$ cat src/rtl/csq_pkg.sv
// csq_pkg: shared constants and types of the counting semaphore wait queue unit
// used by csq_ctrl, csq_datapath and counting_semaphore_wait_queue_unit
`default_nettype none

package csq_pkg;

    // default sizes
    localparam int QUEUE_DEPTH_DEF = 16;
    localparam int ID_BITS_DEF     = 8;

    // fixed field widths
    localparam int CNT_W     = 16;
    localparam int PORT_ID_W = 8;
    localparam int WAIT_W    = 5;
    localparam int ERR_W     = 2;

    localparam logic [CNT_W-1:0] MAX_HOLDERS_RST = 16'd1;

    // error codes
    localparam logic [ERR_W-1:0] ERR_OK        = 2'd0;
    localparam logic [ERR_W-1:0] ERR_FULL      = 2'd1;
    localparam logic [ERR_W-1:0] ERR_UNDERFLOW = 2'd2;

    // request modes
    localparam logic MODE_ACQUIRE = 1'b0;
    localparam logic MODE_RELEASE = 1'b1;

    // controller to datapath commands
    typedef struct packed {
        logic capture;   // latch the incoming item
        logic execute;   // apply the latched item to the state
    } t_cmd;

endpackage

`default_nettype wire

$ cat src/rtl/csq_ctrl.sv
// csq_ctrl: sequencing state machine of the semaphore unit
// depends on csq_pkg for the command struct
`default_nettype none

module csq_ctrl (
    input  wire logic        i_clk,
    input  wire logic        i_rst_n,
    input  wire logic        i_in_valid,
    output logic             o_in_ready,
    output logic             o_out_valid,
    input  wire logic        i_out_ready,
    output csq_pkg::t_cmd    o_cmd
);

    typedef enum logic [1:0] {
        S_IDLE,
        S_EXEC,
        S_RESP
    } t_state;

    t_state r_state;
    logic   r_in_ready;
    logic   r_out_valid;

    always_ff @(posedge i_clk) begin
        if (!i_rst_n) begin
            r_state     <= S_IDLE;
            r_in_ready  <= 1'b1;
            r_out_valid <= 1'b0;
        end else begin
            case (r_state)
                S_IDLE: begin
                    if (i_in_valid) begin
                        r_state    <= S_EXEC;
                        r_in_ready <= 1'b0;
                    end
                end
                S_EXEC: begin
                    r_state     <= S_RESP;
                    r_out_valid <= 1'b1;
                end
                S_RESP: begin
                    if (i_out_ready) begin
                        r_state     <= S_IDLE;
                        r_out_valid <= 1'b0;
                        r_in_ready  <= 1'b1;
                    end
                end
                default: begin
                    r_state     <= S_IDLE;
                    r_in_ready  <= 1'b1;
                    r_out_valid <= 1'b0;
                end
            endcase
        end
    end

    assign o_in_ready    = r_in_ready;
    assign o_out_valid   = r_out_valid;
    assign o_cmd.capture = r_in_ready & i_in_valid;
    assign o_cmd.execute = (r_state == S_EXEC);

endmodule

`default_nettype wire

$ cat src/rtl/csq_datapath.sv
// csq_datapath: holder counter, fifo wait queue memory and result registers
// depends on csq_pkg; driven by csq_ctrl commands
`default_nettype none

module csq_datapath #(
    parameter int QUEUE_DEPTH = csq_pkg::QUEUE_DEPTH_DEF,
    parameter int ID_BITS     = csq_pkg::ID_BITS_DEF
) (
    input  wire logic                             i_clk,
    input  wire logic                             i_rst_n,
    input  wire csq_pkg::t_cmd                    i_cmd,
    input  wire logic                             i_cfg_we,
    input  wire logic [csq_pkg::CNT_W-1:0]        i_cfg_wdata,
    input  wire logic                             i_mode,
    input  wire logic [csq_pkg::PORT_ID_W-1:0]    i_requester_id,
    output logic                                  o_granted,
    output logic                                  o_queued,
    output logic                                  o_woken_valid,
    output logic [csq_pkg::PORT_ID_W-1:0]         o_woken_id,
    output logic [csq_pkg::ERR_W-1:0]             o_error_code,
    output logic                                  o_can_acquire,
    output logic [csq_pkg::CNT_W-1:0]             o_held_count,
    output logic [csq_pkg::WAIT_W-1:0]            o_waiters
);

    localparam int PTR_W  = $clog2(QUEUE_DEPTH);
    localparam int FILL_W = $clog2(QUEUE_DEPTH + 1);
    localparam int PID_W  = csq_pkg::PORT_ID_W;
    localparam int WAIT_W = csq_pkg::WAIT_W;
    localparam logic [PTR_W-1:0]  PTR_LAST = PTR_W'(QUEUE_DEPTH - 1);
    localparam logic [FILL_W-1:0] FILL_MAX = FILL_W'(QUEUE_DEPTH);

    logic [ID_BITS-1:0] r_mem [QUEUE_DEPTH];

    logic [csq_pkg::CNT_W-1:0] r_max;
    logic [csq_pkg::CNT_W-1:0] r_count;
    logic [PTR_W-1:0]          r_head;
    logic [PTR_W-1:0]          r_tail;
    logic [FILL_W-1:0]         r_fill;

    logic                      r_mode;
    logic [ID_BITS-1:0]        r_id;
    logic [ID_BITS-1:0]        r_rdata;

    logic                      r_granted;
    logic                      r_queued;
    logic                      r_woken;
    logic [csq_pkg::ERR_W-1:0] r_err;

    logic [ID_BITS-1:0]        w_id_in;
    logic [PID_W-1:0]          w_id_out;
    logic                      w_below;
    logic                      w_has_room;
    logic                      w_has_waiter;
    logic                      w_do_grant;
    logic                      w_do_push;
    logic                      w_do_pop;
    logic                      w_do_dec;

    // width adaption between port ids and stored ids
    if (ID_BITS >= PID_W) begin : g_id_wide
        assign w_id_in  = ID_BITS'(i_requester_id);
        assign w_id_out = r_rdata[PID_W-1:0];
    end else begin : g_id_narrow
        assign w_id_in  = i_requester_id[ID_BITS-1:0];
        assign w_id_out = PID_W'(r_rdata);
    end

    if (FILL_W >= WAIT_W) begin : g_wait_wide
        assign o_waiters = r_fill[WAIT_W-1:0];
    end else begin : g_wait_narrow
        assign o_waiters = WAIT_W'(r_fill);
    end

    assign w_below      = (r_count < r_max);
    assign w_has_room   = (r_fill < FILL_MAX);
    assign w_has_waiter = (r_fill != '0);

    always_comb begin
        w_do_grant = 1'b0;
        w_do_push  = 1'b0;
        w_do_pop   = 1'b0;
        w_do_dec   = 1'b0;
        if (i_cmd.execute) begin
            if (r_mode == csq_pkg::MODE_ACQUIRE) begin
                w_do_grant = w_below;
                w_do_push  = !w_below && w_has_room;
            end else begin
                w_do_pop   = w_has_waiter;
                w_do_dec   = !w_has_waiter && (r_count != '0);
            end
        end
    end

    // wait queue memory
    always_ff @(posedge i_clk) begin
        if (w_do_push) begin
            r_mem[r_tail] <= r_id;
        end
        if (i_cmd.execute) begin
            r_rdata <= r_mem[r_head];
        end
    end

    // semaphore state
    always_ff @(posedge i_clk) begin
        if (!i_rst_n) begin
            r_max   <= csq_pkg::MAX_HOLDERS_RST;
            r_count <= '0;
            r_head  <= '0;
            r_tail  <= '0;
            r_fill  <= '0;
        end else begin
            if (i_cfg_we) begin
                r_max <= i_cfg_wdata;
            end
            if (w_do_grant) begin
                r_count <= r_count + 1'b1;
            end else if (w_do_dec) begin
                r_count <= r_count - 1'b1;
            end
            if (w_do_push) begin
                r_tail <= (r_tail == PTR_LAST) ? '0 : r_tail + 1'b1;
                r_fill <= r_fill + 1'b1;
            end else if (w_do_pop) begin
                r_head <= (r_head == PTR_LAST) ? '0 : r_head + 1'b1;
                r_fill <= r_fill - 1'b1;
            end
        end
    end

    // latched item and result flags
    always_ff @(posedge i_clk) begin
        if (i_cmd.capture) begin
            r_mode <= i_mode;
            r_id   <= w_id_in;
        end
        if (i_cmd.execute) begin
            r_granted <= w_do_grant;
            r_queued  <= w_do_push;
            r_woken   <= w_do_pop;
            if (r_mode == csq_pkg::MODE_ACQUIRE) begin
                r_err <= (!w_below && !w_has_room) ? csq_pkg::ERR_FULL : csq_pkg::ERR_OK;
            end else begin
                r_err <= (!w_has_waiter && (r_count == '0)) ? csq_pkg::ERR_UNDERFLOW
                                                            : csq_pkg::ERR_OK;
            end
        end
    end

    assign o_granted     = r_granted;
    assign o_queued      = r_queued;
    assign o_woken_valid = r_woken;
    assign o_woken_id    = r_woken ? w_id_out : '0;
    assign o_error_code  = r_err;
    assign o_can_acquire = w_below;
    assign o_held_count  = r_count;

endmodule

`default_nettype wire

$ cat src/rtl/counting_semaphore_wait_queue_unit.sv
// counting_semaphore_wait_queue_unit: top level of the hardware counting semaphore
// depends on csq_pkg, csq_ctrl and csq_datapath
//
// usage
// - input channel i_in_valid / o_in_ready carries one request item: i_mode
//   (0 acquire, 1 release) and i_requester_id
// - output channel o_out_valid / i_out_ready returns one result item per request
// - max_holders is written through i_cfg_we / i_cfg_wdata while the unit is idle
// sequencing
// - one request at a time: the sequencer latches the item on acceptance,
//   executes it against counter and queue memory, registers the result and
//   raises o_out_valid, and takes no new item until the result is delivered
// reset
// - synchronous active low: count, queue pointers and fill cleared, max_holders
//   back to 1; the queue memory itself is not cleared
// stall
// - while the receiver holds i_out_ready low the result stays registered and
//   o_in_ready stays low, so no request is taken until it is delivered
`default_nettype none

module counting_semaphore_wait_queue_unit #(
    parameter int QUEUE_DEPTH = csq_pkg::QUEUE_DEPTH_DEF,
    parameter int ID_BITS     = csq_pkg::ID_BITS_DEF
) (
    input  wire logic                             i_clk,
    input  wire logic                             i_rst_n,
    // configuration
    input  wire logic                             i_cfg_we,
    input  wire logic [csq_pkg::CNT_W-1:0]        i_cfg_wdata,
    // request channel
    input  wire logic                             i_in_valid,
    output logic                                  o_in_ready,
    input  wire logic                             i_mode,
    input  wire logic [csq_pkg::PORT_ID_W-1:0]    i_requester_id,
    // result channel
    output logic                                  o_out_valid,
    input  wire logic                             i_out_ready,
    output logic                                  o_granted,
    output logic                                  o_queued,
    output logic                                  o_woken_valid,
    output logic [csq_pkg::PORT_ID_W-1:0]         o_woken_id,
    output logic [csq_pkg::ERR_W-1:0]             o_error_code,
    output logic                                  o_can_acquire,
    output logic [csq_pkg::CNT_W-1:0]             o_held_count,
    output logic [csq_pkg::WAIT_W-1:0]            o_waiters
);

    // command bundle from the sequencer to the datapath
    csq_pkg::t_cmd w_cmd;

    // sequencer: idle, execute, deliver
    csq_ctrl u_ctrl (
        .i_clk       (i_clk),
        .i_rst_n     (i_rst_n),
        .i_in_valid  (i_in_valid),
        .o_in_ready  (o_in_ready),
        .o_out_valid (o_out_valid),
        .i_out_ready (i_out_ready),
        .o_cmd       (w_cmd)
    );

    // counter, wait queue and result registers
    csq_datapath #(
        .QUEUE_DEPTH (QUEUE_DEPTH),
        .ID_BITS     (ID_BITS)
    ) u_datapath (
        .i_clk          (i_clk),
        .i_rst_n        (i_rst_n),
        .i_cmd          (w_cmd),
        .i_cfg_we       (i_cfg_we),
        .i_cfg_wdata    (i_cfg_wdata),
        .i_mode         (i_mode),
        .i_requester_id (i_requester_id),
        .o_granted      (o_granted),
        .o_queued       (o_queued),
        .o_woken_valid  (o_woken_valid),
        .o_woken_id     (o_woken_id),
        .o_error_code   (o_error_code),
        .o_can_acquire  (o_can_acquire),
        .o_held_count   (o_held_count),
        .o_waiters      (o_waiters)
    );

endmodule

`default_nettype wire
$ cat config.mk
export PLATFORM = sky130hd
export DESIGN_NAME = counting_semaphore_wait_queue_unit
export DESIGN_NICKNAME = d
export VERILOG_FILES = /design/src/rtl/csq_pkg.sv /design/src/rtl/csq_ctrl.sv /design/src/rtl/csq_datapath.sv /design/src/rtl/counting_semaphore_wait_queue_unit.sv
export SDC_FILE = /design/constraint.sdc
export NUM_CORES = 1
export LEC_CHECK = 0
export BUFFER_PORTS_ARGS = -buffer_cell sky130_fd_sc_hd__buf_2
export CORE_MARGIN = 2
export CORE_UTILIZATION = 60
export DETAILED_ROUTE_END_ITERATION = 16
export PLACE_DENSITY = 0.8
export SYNTH_ARGS = -nofsm -noshare
export SYNTH_HDL_FRONTEND = slang
export SYNTH_HIERARCHICAL = 1
export SYNTH_SLANG_ARGS = --single-unit
$ cat constraint.sdc
create_clock -name i_clk -period 4.95 [get_ports i_clk]
set_clock_uncertainty 0.2 [all_clocks]
set_input_delay 0.99 -clock i_clk [delete_from_list [all_inputs] [get_ports i_clk]]
set_output_delay 0.99 -clock i_clk [all_outputs]
set_load 0.02 [all_outputs]
# == After elaboration in Yosys (flattened, before gate mapping) ==
# Memory sizes are Yosys's and may differ from the RTL's. A register that Yosys moved wholly into a read port is not among the register bits.
# Cells that the tools add are included.
# op_classes
n_addsub,6
magnitude_cmp,2
n_eq_ne,6
n_mux,28
n_bitwise,4
n_reduce_logical,17
# op_table
op,count
16-bit two-way mux,2
16-bit by 1-bit adder with 16-bit output (second input constant),1
16-bit zero test,1
16-bit < comparator,1
16-bit nonzero test,1
16-bit by 1-bit subtractor with 16-bit output (second input constant),1
1-bit two-way mux,14
5-bit two-way mux,2
4-bit by 1-bit adder with 4-bit output (second input constant),2
4-bit == test (second input constant),2
2-bit two-way mux,4
4-bit two-way mux,2
8-bit two-way mux,1
1-bit one-hot mux with 3 select lines,2
2-bit one-hot mux with 3 select lines,1
2-bit AND reduction,3
5-bit by 1-bit adder with 5-bit output (second input constant),1
5-bit < comparator (second input constant),1
5-bit nonzero test,1
5-bit by 1-bit subtractor with 5-bit output (second input constant),1
1-bit logical AND,4
2-bit inequality test (second input constant),2
2-bit nonzero test,2
1-bit zero test,3
6 further kinds,8
# word_totals
ff_bits,63
mem_bits_rw,128
inputBits,30
out_inout_bits,37
word_cells,78
n_memories,1
# mem_list
name,words,word_bits,read_ports,rd_clocked_by_memory_dff,write_ports,line,rtl
u_datapath.r_mem,16,8,1,1,1,csq_datapath.sv:33,logic [ID_BITS-1:0] r_mem [QUEUE_DEPTH];

# == Depth between registers and ports, before layout ==
# Gate-level depths: netlist (run 1).
# logic_depth
ltp_word,7
mapped_depth,15
depth_no_buf,14

# == Cells and area by module ==
# Netlist (run 1), hierarchy kept.
# modules_own_cells
module,instances,cells_per_inst,area_per_inst_um2,seq_area_each_um2
csq_datapath,1,604,8748.4,5405.2
csq_ctrl,1,13,151.4,80.1

# == Least setup slack after synthesis (run 1) ==
# OpenSTA, ideal clock, no wires.
# synth_timing
kind,register to register
startpoint,register u_datapath.r_count (netlist bit u_datapath/o_held_count[1])
endpoint,register u_datapath.r_count (netlist bit u_datapath/o_held_count[8])
setup_time_ps,122
arrival_time_ps,3841
required_time_ps,4628
path_slack_ps,787
path_stages_with_launch,13
n_path_buf,0
synth_period_minus_slack_ps,4163
path_cell_list,dfxtp_1 ha_1 a2111o_1 a31o_2 nor2_1 nand2_1 fa_1 a21o_1 a31o_2 a2111oi_0 nor3_1 xnor2_1 o22ai_1
# synth_between
elab_cells_between_ends,12
classes_between,2 x add/sub; 1 x order compare; 6 x mux; 3 x reduce/logical
# synth_rtl
element,line,rtl
start: declaration,csq_datapath.sv:36,logic [csq_pkg::CNT_W-1:0] r_count;
start signal: assignment,csq_datapath.sv:118,r_count <= r_count + 1'b1;
start signal: assignment,csq_datapath.sv:120,r_count <= r_count - 1'b1;
16-bit < comparator (*),csq_datapath.sv:75,assign w_below = (r_count < r_max);
named net o_can_acquire,counting_semaphore_wait_queue_unit.sv:43,"output logic o_can_acquire,"
1-bit two-way mux (*),csq_datapath.sv:85,if (r_mode == csq_pkg::MODE_ACQUIRE) begin
1-bit two-way mux (*),csq_datapath.sv:84,if (i_cmd.execute) begin
16-bit two-way mux / 2-bit nonzero test (equally long branches),n/a,
# The timed path passes the listed nets; every way through them passes the cells marked *. The select of a mux whose other input is x is not followed.
# A chain may end at the register's enable or synchronous reset.

# == Worst setup path in the final report (run 1) ==
# layout_timing
startpoint,register u_datapath.r_count (netlist bit u_datapath/o_held_count[1])
endpoint,register u_datapath.r_count (netlist bit u_datapath/o_held_count[8])
# layout_between
elab_chain_len,5
elab_cells_between_ends,12
classes_between,2 x add/sub; 1 x order compare; 6 x mux; 3 x reduce/logical
# layout_lines
element
branches (longest 5 deep; another with 16-bit < comparator)
# Parallel ways; which one is timed is not known. The select of a mux whose other input is x is not followed.

==> results of run 1 <==
==> flip-flops by register name, summed over array words and instances (netlist names) <==
| signal | flops |
|---|---|
| u_ctrl/o_out_valid | 1 |
| u_datapath/o_held_count | 16 |
| u_datapath/o_error_code | 2 |
| u_ctrl/o_in_ready | 1 |
| u_datapath/o_waiters | 5 |
| u_datapath/r_max | 16 |
| u_datapath/r_id | 8 |
| u_datapath/r_tail | 4 |
| u_datapath/o_granted | 1 |
| u_datapath/o_woken_valid | 1 |
| u_datapath/o_queued | 1 |
| u_ctrl/r_state | 2 |
| u_datapath/r_mem | 128 |
| u_datapath/r_rdata | 8 |
| u_datapath/r_head | 4 |
| u_datapath/r_mode | 1 |
==> cells in the mapped netlist, drive strengths merged (3+ instances only) <==
| cell type | count |
|---|---|
| edfxtp | 150 |
| dfxtp | 49 |
| nand2 | 48 |
| mux4 | 40 |
| ha | 37 |
| nor2 | 30 |
| mux2i | 24 |
| nor2b | 23 |
| inv | 22 |
| a21oi | 20 |
| clkbuf | 15 |
| nor3 | 15 |
| a21o | 13 |
| and2 | 13 |
| o21ai | 13 |
| xnor2 | 11 |
| a21boi | 9 |
| a31oi | 8 |
| buf | 7 |
| nand2b | 6 |
| and3 | 5 |
| nor4 | 5 |
| o22ai | 5 |
| nand4 | 4 |
| a31o | 3 |
| or3 | 3 |
==> where the power goes <==
| part | total (mW) | internal (mW) | switching (mW) |
|---|---|---|---|
| registers | 2.05 | 1.90 | 0.154 |
| logic | 1.96 | 0.820 | 1.14 |
| clock network | 1.38 | 0.727 | 0.657 |
| total | 5.40 | 3.45 | 1.95 |
==> cell families (layout without fill, tap and decap cells) <==
family | count (synthesis) | count (layout) | synth area share [%]
xor gates and xnor gates | 13 | 13 | 1.28
and+or+nand+nor | 162 | 162 | 9.12
buffers and inverters | 44 | 130 | 2.00
DFF | 199 | 199 | 61.6
muxes | 64 | 64 | 12.8
AOI/OAI and AO/OA | 96 | 96 | 7.49
adders and majority gates | 39 | 39 | 5.65
==> layer usage <==
| metal | part of all wire [%] | vias to the layer above | track usage, % |
|---|---|---|---|
| li1 | - | 2518 | - |
| met1 | 41 | 2776 | 34.6 |
| met2 | 50 | 238 | 43.1 |
| met3 | 6.5 | 51 | 5.65 |
| met4 | 3.0 | 0 | 10.5 |
| met5 | 0 | - | 0 |
==> stage by stage <==
stage | worst slack (ps) | hold slack, ps | area [µm²]
after floorplan | 787 | 243 | 8900
after global placement | 842 | 274 | 9440
after detailed placement | 751 | 298 | 9440
after CTS | 666 | 316 | 10000
after global routing | 339 | 317 | 10000
final | 611 | 311 | 10000
==> path summary, 6_finish.rpt <==
check | cells after the start | end | slack (ps) | from
setup / recovery | 12 | u_datapath/o_held_count[8] | 610 | u_datapath/o_held_count[1]
hold / removal | 1 | u_ctrl/o_out_valid | 310 | u_ctrl/o_out_valid
setup reg to reg | 12 | u_datapath/o_held_count[8] | 610 | u_datapath/o_held_count[1]
hold reg to reg | 1 | u_ctrl/o_out_valid | 310 | u_ctrl/o_out_valid
==> area by class of cell <==
type / count / area share [%]
tap: 184 / 2.29
inverter: 22 / 0.822
multi-input combinational: 374 / 32.2
timing repair buffer: 76 / 4.03
clock buffer: 18 / 4.27
clock inverter: 14 / 1.74
sequential: 199 / 54.6
==> worst max-delay path, delay by kind of cell (launching register included) <==
kind | cells | cell delay [ps]
adders and majority gates | 2 | 890
DFF | 1 | 460
and+or+nand+nor | 3 | 900
xor gates and xnor gates | 1 | 150
AOI/OAI and AO/OA | 6 | 1630
==> results.toml, run 1 <==
[run_status]
outcome = "finished clean"

[place]
dp.cells = 855
place_hpwl_mm = 12.9
place_congestion = 0.860
port_buffers = 66

[timing]
period_needed_ps = 4340
finalCritPeriodShare_pct = 87.7
setup_viol = 0
tns_ps = 0
hold_viol_final = 0
tightest_slew_ps = 968
report.final.slew_viol_count = 0
max_freq_ghz = 0.230
rsz0062_at_grt = "false"
relSlewSlack_pct = 35.2

[routing]
drt_first_pass_iters = 5
vias = 5583
antenna_left = 0
drc_errors = 0
via_per_inst = 6.29
wirelength_mm = 19.8
drtIter0Drc = 454
wl_per_cell_um = 22.3

[global_route]
grt_pass1_wl_mm = 31.3
grt_usage_pct = 26.2
first_global_vias = 5647
grt_overflow = 0
antenna_found_initial = 0
grt_max_degree = 48

[die]
die_y_um = 126
start_util_pct = 61.2
ioPinCount = 67
dieWidth_um = 126
die_area_mm2 = 0.0158
rows = 44
core_mm2 = 0.0145

[cells_and_area]
area_delta_synth_final_pct = 12.9
final_common_cell = "edfxtp_1"
layout.nets = 759
layout_common_cells = "edfxtp_1, buf_2, dfxtp_1, nand2_1, mux4_2"
n_antenna_cell = 0
post-route-util_pct = 69.1
multiInputGateArea_mm2 = 0.00324
fillers = 976
drive_gt1_share_pct = 22.0
fin_cells = 887
register_area_mm2 = 0.00549

[synthesis]
synth_nets = 686
synth-edff-count = 150
synthFlopType = "edfxtp_1"
yosysWarnings = 6
synth_area_mm2 = 0.00890
yosys-top-cells-area = "edfxtp_1, dfxtp_1, mux4_2"
ys_ff_latch = 199
synth_top_area_share_pct = 50.6
syn_avg_cell_area_um2 = 14.4
synth-seq-area-share_pct = 61.6
async_flop_share_pct = 0
yosys.area.top_type = "edfxtp_1"
synth_cell_type_count = 60
syn_inst = 617

[clock_tree]
holdBufCountCts = 0
cts_made_buffers = 17
htree_levels = 4
cts_tree = "yes"
clock_latency_ps = 440
ctsResizeCount = 0
root_buffer = "clkbuf_16"
cts_buffer_depth = 2
clkSinkCount = 199
path_clk_slew_ps = 70
postCtsSetupBuffers = 0

[power]
p_per_area_mw_per_mm2 = 537
ir_worst_vdd_uv = 292
p_leak_nw = 3.70
total_power_mw = 5.40

[critical_path]
endpoint_kind = "flop"
worstSetupStartpointType = "flop"
path_cells = "ha_1 -> a2111o_1 -> a31o_2 -> nor2_1 -> nand2_1 -> fa_1 -> a21o_1 -> a31o_2 -> a2111oi_0 -> nor3_1 -> xnor2_1 -> o22ai_1"
cp_max_fo = 17
cpMostUsedCell = "a31o_2"
max_stage_delay_ps = 620
slowest_stage = "fa_1"
critPathRequiredTime_ps = 5070
path_class = "reg -> reg"
cp_data_arrival_time_ps = 4460

[min_path]
hold_class = "reg -> reg"

[job]
maxCapViolCount = 0
(Power assumes the default switching activity.)
==> run 2: changes to the inputs <==
--- a/config.mk
+++ b/config.mk
@@ -9,6 +9,7 @@
 export CORE_MARGIN = 2
 export CORE_UTILIZATION = 60
 export DETAILED_ROUTE_END_ITERATION = 16
+export GPL_TIMING_DRIVEN = 0
 export PLACE_DENSITY = 0.8
 export SYNTH_ARGS = -nofsm -noshare
 export SYNTH_HDL_FRONTEND = slang
==> run 2 against run 1 <==
  * Via count up 1.8%
  * Non-clock buffer count up 12
  * Die area unchanged
  * Clock-buffer cell count down 1
  * Cell area up 0.81%
==> results.toml, run 2 (synthesized netlist as in run 1, its figures left out) <==
[routing]
drtIter0Drc = 577
drt_first_pass_iters = 5
wl_per_cell_um = 22.6
via_per_inst = 6.32
wirelength_mm = 20.3
antenna_left = 0
vias = 5683
drc_errors = 0

[global_route]
grt_usage_pct = 26.7
antenna_found_initial = 0
grt_pass1_wl_mm = 31.6
grt_overflow = 0
grt_max_degree = 20
first_global_vias = 5566

[job]
maxCapViolCount = 0

[place]
port_buffers = 65
place_congestion = 0.880
dp.cells = 866
place_hpwl_mm = 13.6

[cells_and_area]
post-route-util_pct = 69.7
regMostFlops = "u_datapath/r_mem"
area_delta_synth_final_pct = 13.8
n_antenna_cell = 0
layout.nets = 771
final_common_cell = "edfxtp_1"
largest_register_ff_count = 128
layout_common_cells = "edfxtp_1, buf_2, dfxtp_1"
fin_cells = 899
drive_gt1_share_pct = 21.4

[clock_tree]
cts_buffer_depth = 2
cts_made_buffers = 17
root_buffer = "clkbuf_16"
postCtsSetupBuffers = 0
holdBufCountCts = 0
clkSinkCount = 199
htree_levels = 4
path_clk_slew_ps = 80
clock_latency_ps = 440
ctsResizeCount = 0
cts_tree = "yes"

[timing]
hold_ws_ps = 291
tightest_slew_ps = 1030
report.final.slew_viol_count = 0
hold_viol_final = 0
setup_viol = 0
relSlewSlack_pct = 30.9
finalCritPeriodShare_pct = 91.2
period_needed_ps = 4510
tns_ps = 0
max_freq_ghz = 0.222
rsz0062_at_grt = "false"

[die]
start_util_pct = 61.2
ioPinCount = 67
die_area_mm2 = 0.0158
die_y_um = 126
dieWidth_um = 126
rows = 44
core_mm2 = 0.0145

[power]
p_int_mw = 3.59
p_per_area_mw_per_mm2 = 543
p_switching_mw = 1.90
seqPwrFrac_pct = 37.3
ir_worst_vdd_uv = 349
p_leak_nw = 3.74
clkPwrFrac_pct = 27.7
pwr-share-comb_pct = 35.0
p_sw_share_pct = 34.6

[critical_path]
path_class = "reg -> reg"
r2r-start = "u_datapath/o_held_count[5]"
worstSetupStartpointType = "flop"
crit_start = "u_datapath/o_held_count[5]"
cp_max_fo = 17
endpoint_kind = "flop"
cp_data_arrival_time_ps = 4680
critPathRequiredTime_ps = 5120
rrSetupSlack_ps = 440

[min_path]
min-delay-start = "u_datapath/r_max[0]"
hold_class = "reg -> reg"

[run_status]
outcome = "finished clean"
run 2: final cells by class:
type                    count  area [µm²]
well taps                 184         230
plain buffers              22        95.1
fillers                   965        4400
multi-input cells         374        3250
clock buffers              17         425
repair buffers             66         330
flip-flops and latches    199        5490
clock inverters            15         226
inverters                  22        82.6
run 2: stage by stage:
stage | total power, mW | worst slack (ps) | cell area [µm²]
5_1_grt | 5.79 | 164 | 10100
4_1_cts | 5.49 | 475 | 10100
3_5_place_dp | 3.96 | 479 | 9460
3_3_place_gp | 3.89 | 288 | 9460
2_1_floorplan | 3.51 | 787 | 8900
6_report | 5.50 | 438 | 10100
run 2: worst paths after layout:
path,to,cells past startpoint
worst min-delay path,u_datapath/r_max[0],2
worst max register to register,u_datapath/o_held_count[8],13
worst max-delay path,u_datapath/o_held_count[8],13
worst min register to register,u_datapath/r_max[0],2
run 2: power by group through the flow:
stage	Sequential (mW)	Clock [mW]	Combinational [mW]
final	2.05	1.52	1.92
after global routing	2.07	1.61	2.12
after CTS	2.05	1.54	1.90
after detailed placement	2.08	0	1.88
after global placement	2.08	0	1.82
after floorplan	2.12	0	1.39
run 2: per-layer routing:
metal	GRT usage (%)	vias up	routed length, µm
li1	-	2541	-
met1	36.3	2822	8240
met2	44.1	280	10300
met3	4.76	40	1380
met4	9.57	0	413
met5	0	-	0
run 2: critical path: stages (launching register included):
cell and delay [ps]:
dfxtp_1 450, ha_1 290, a21oi_1 180, o21ai_0 190, a22o_1 260, nor2_1 310, nand2_1 540, fa_1 630
a21o_1 210, a31o_2 260, a2111oi_0 490, nor3_1 140, xnor2_1 150, o22ai_1 140
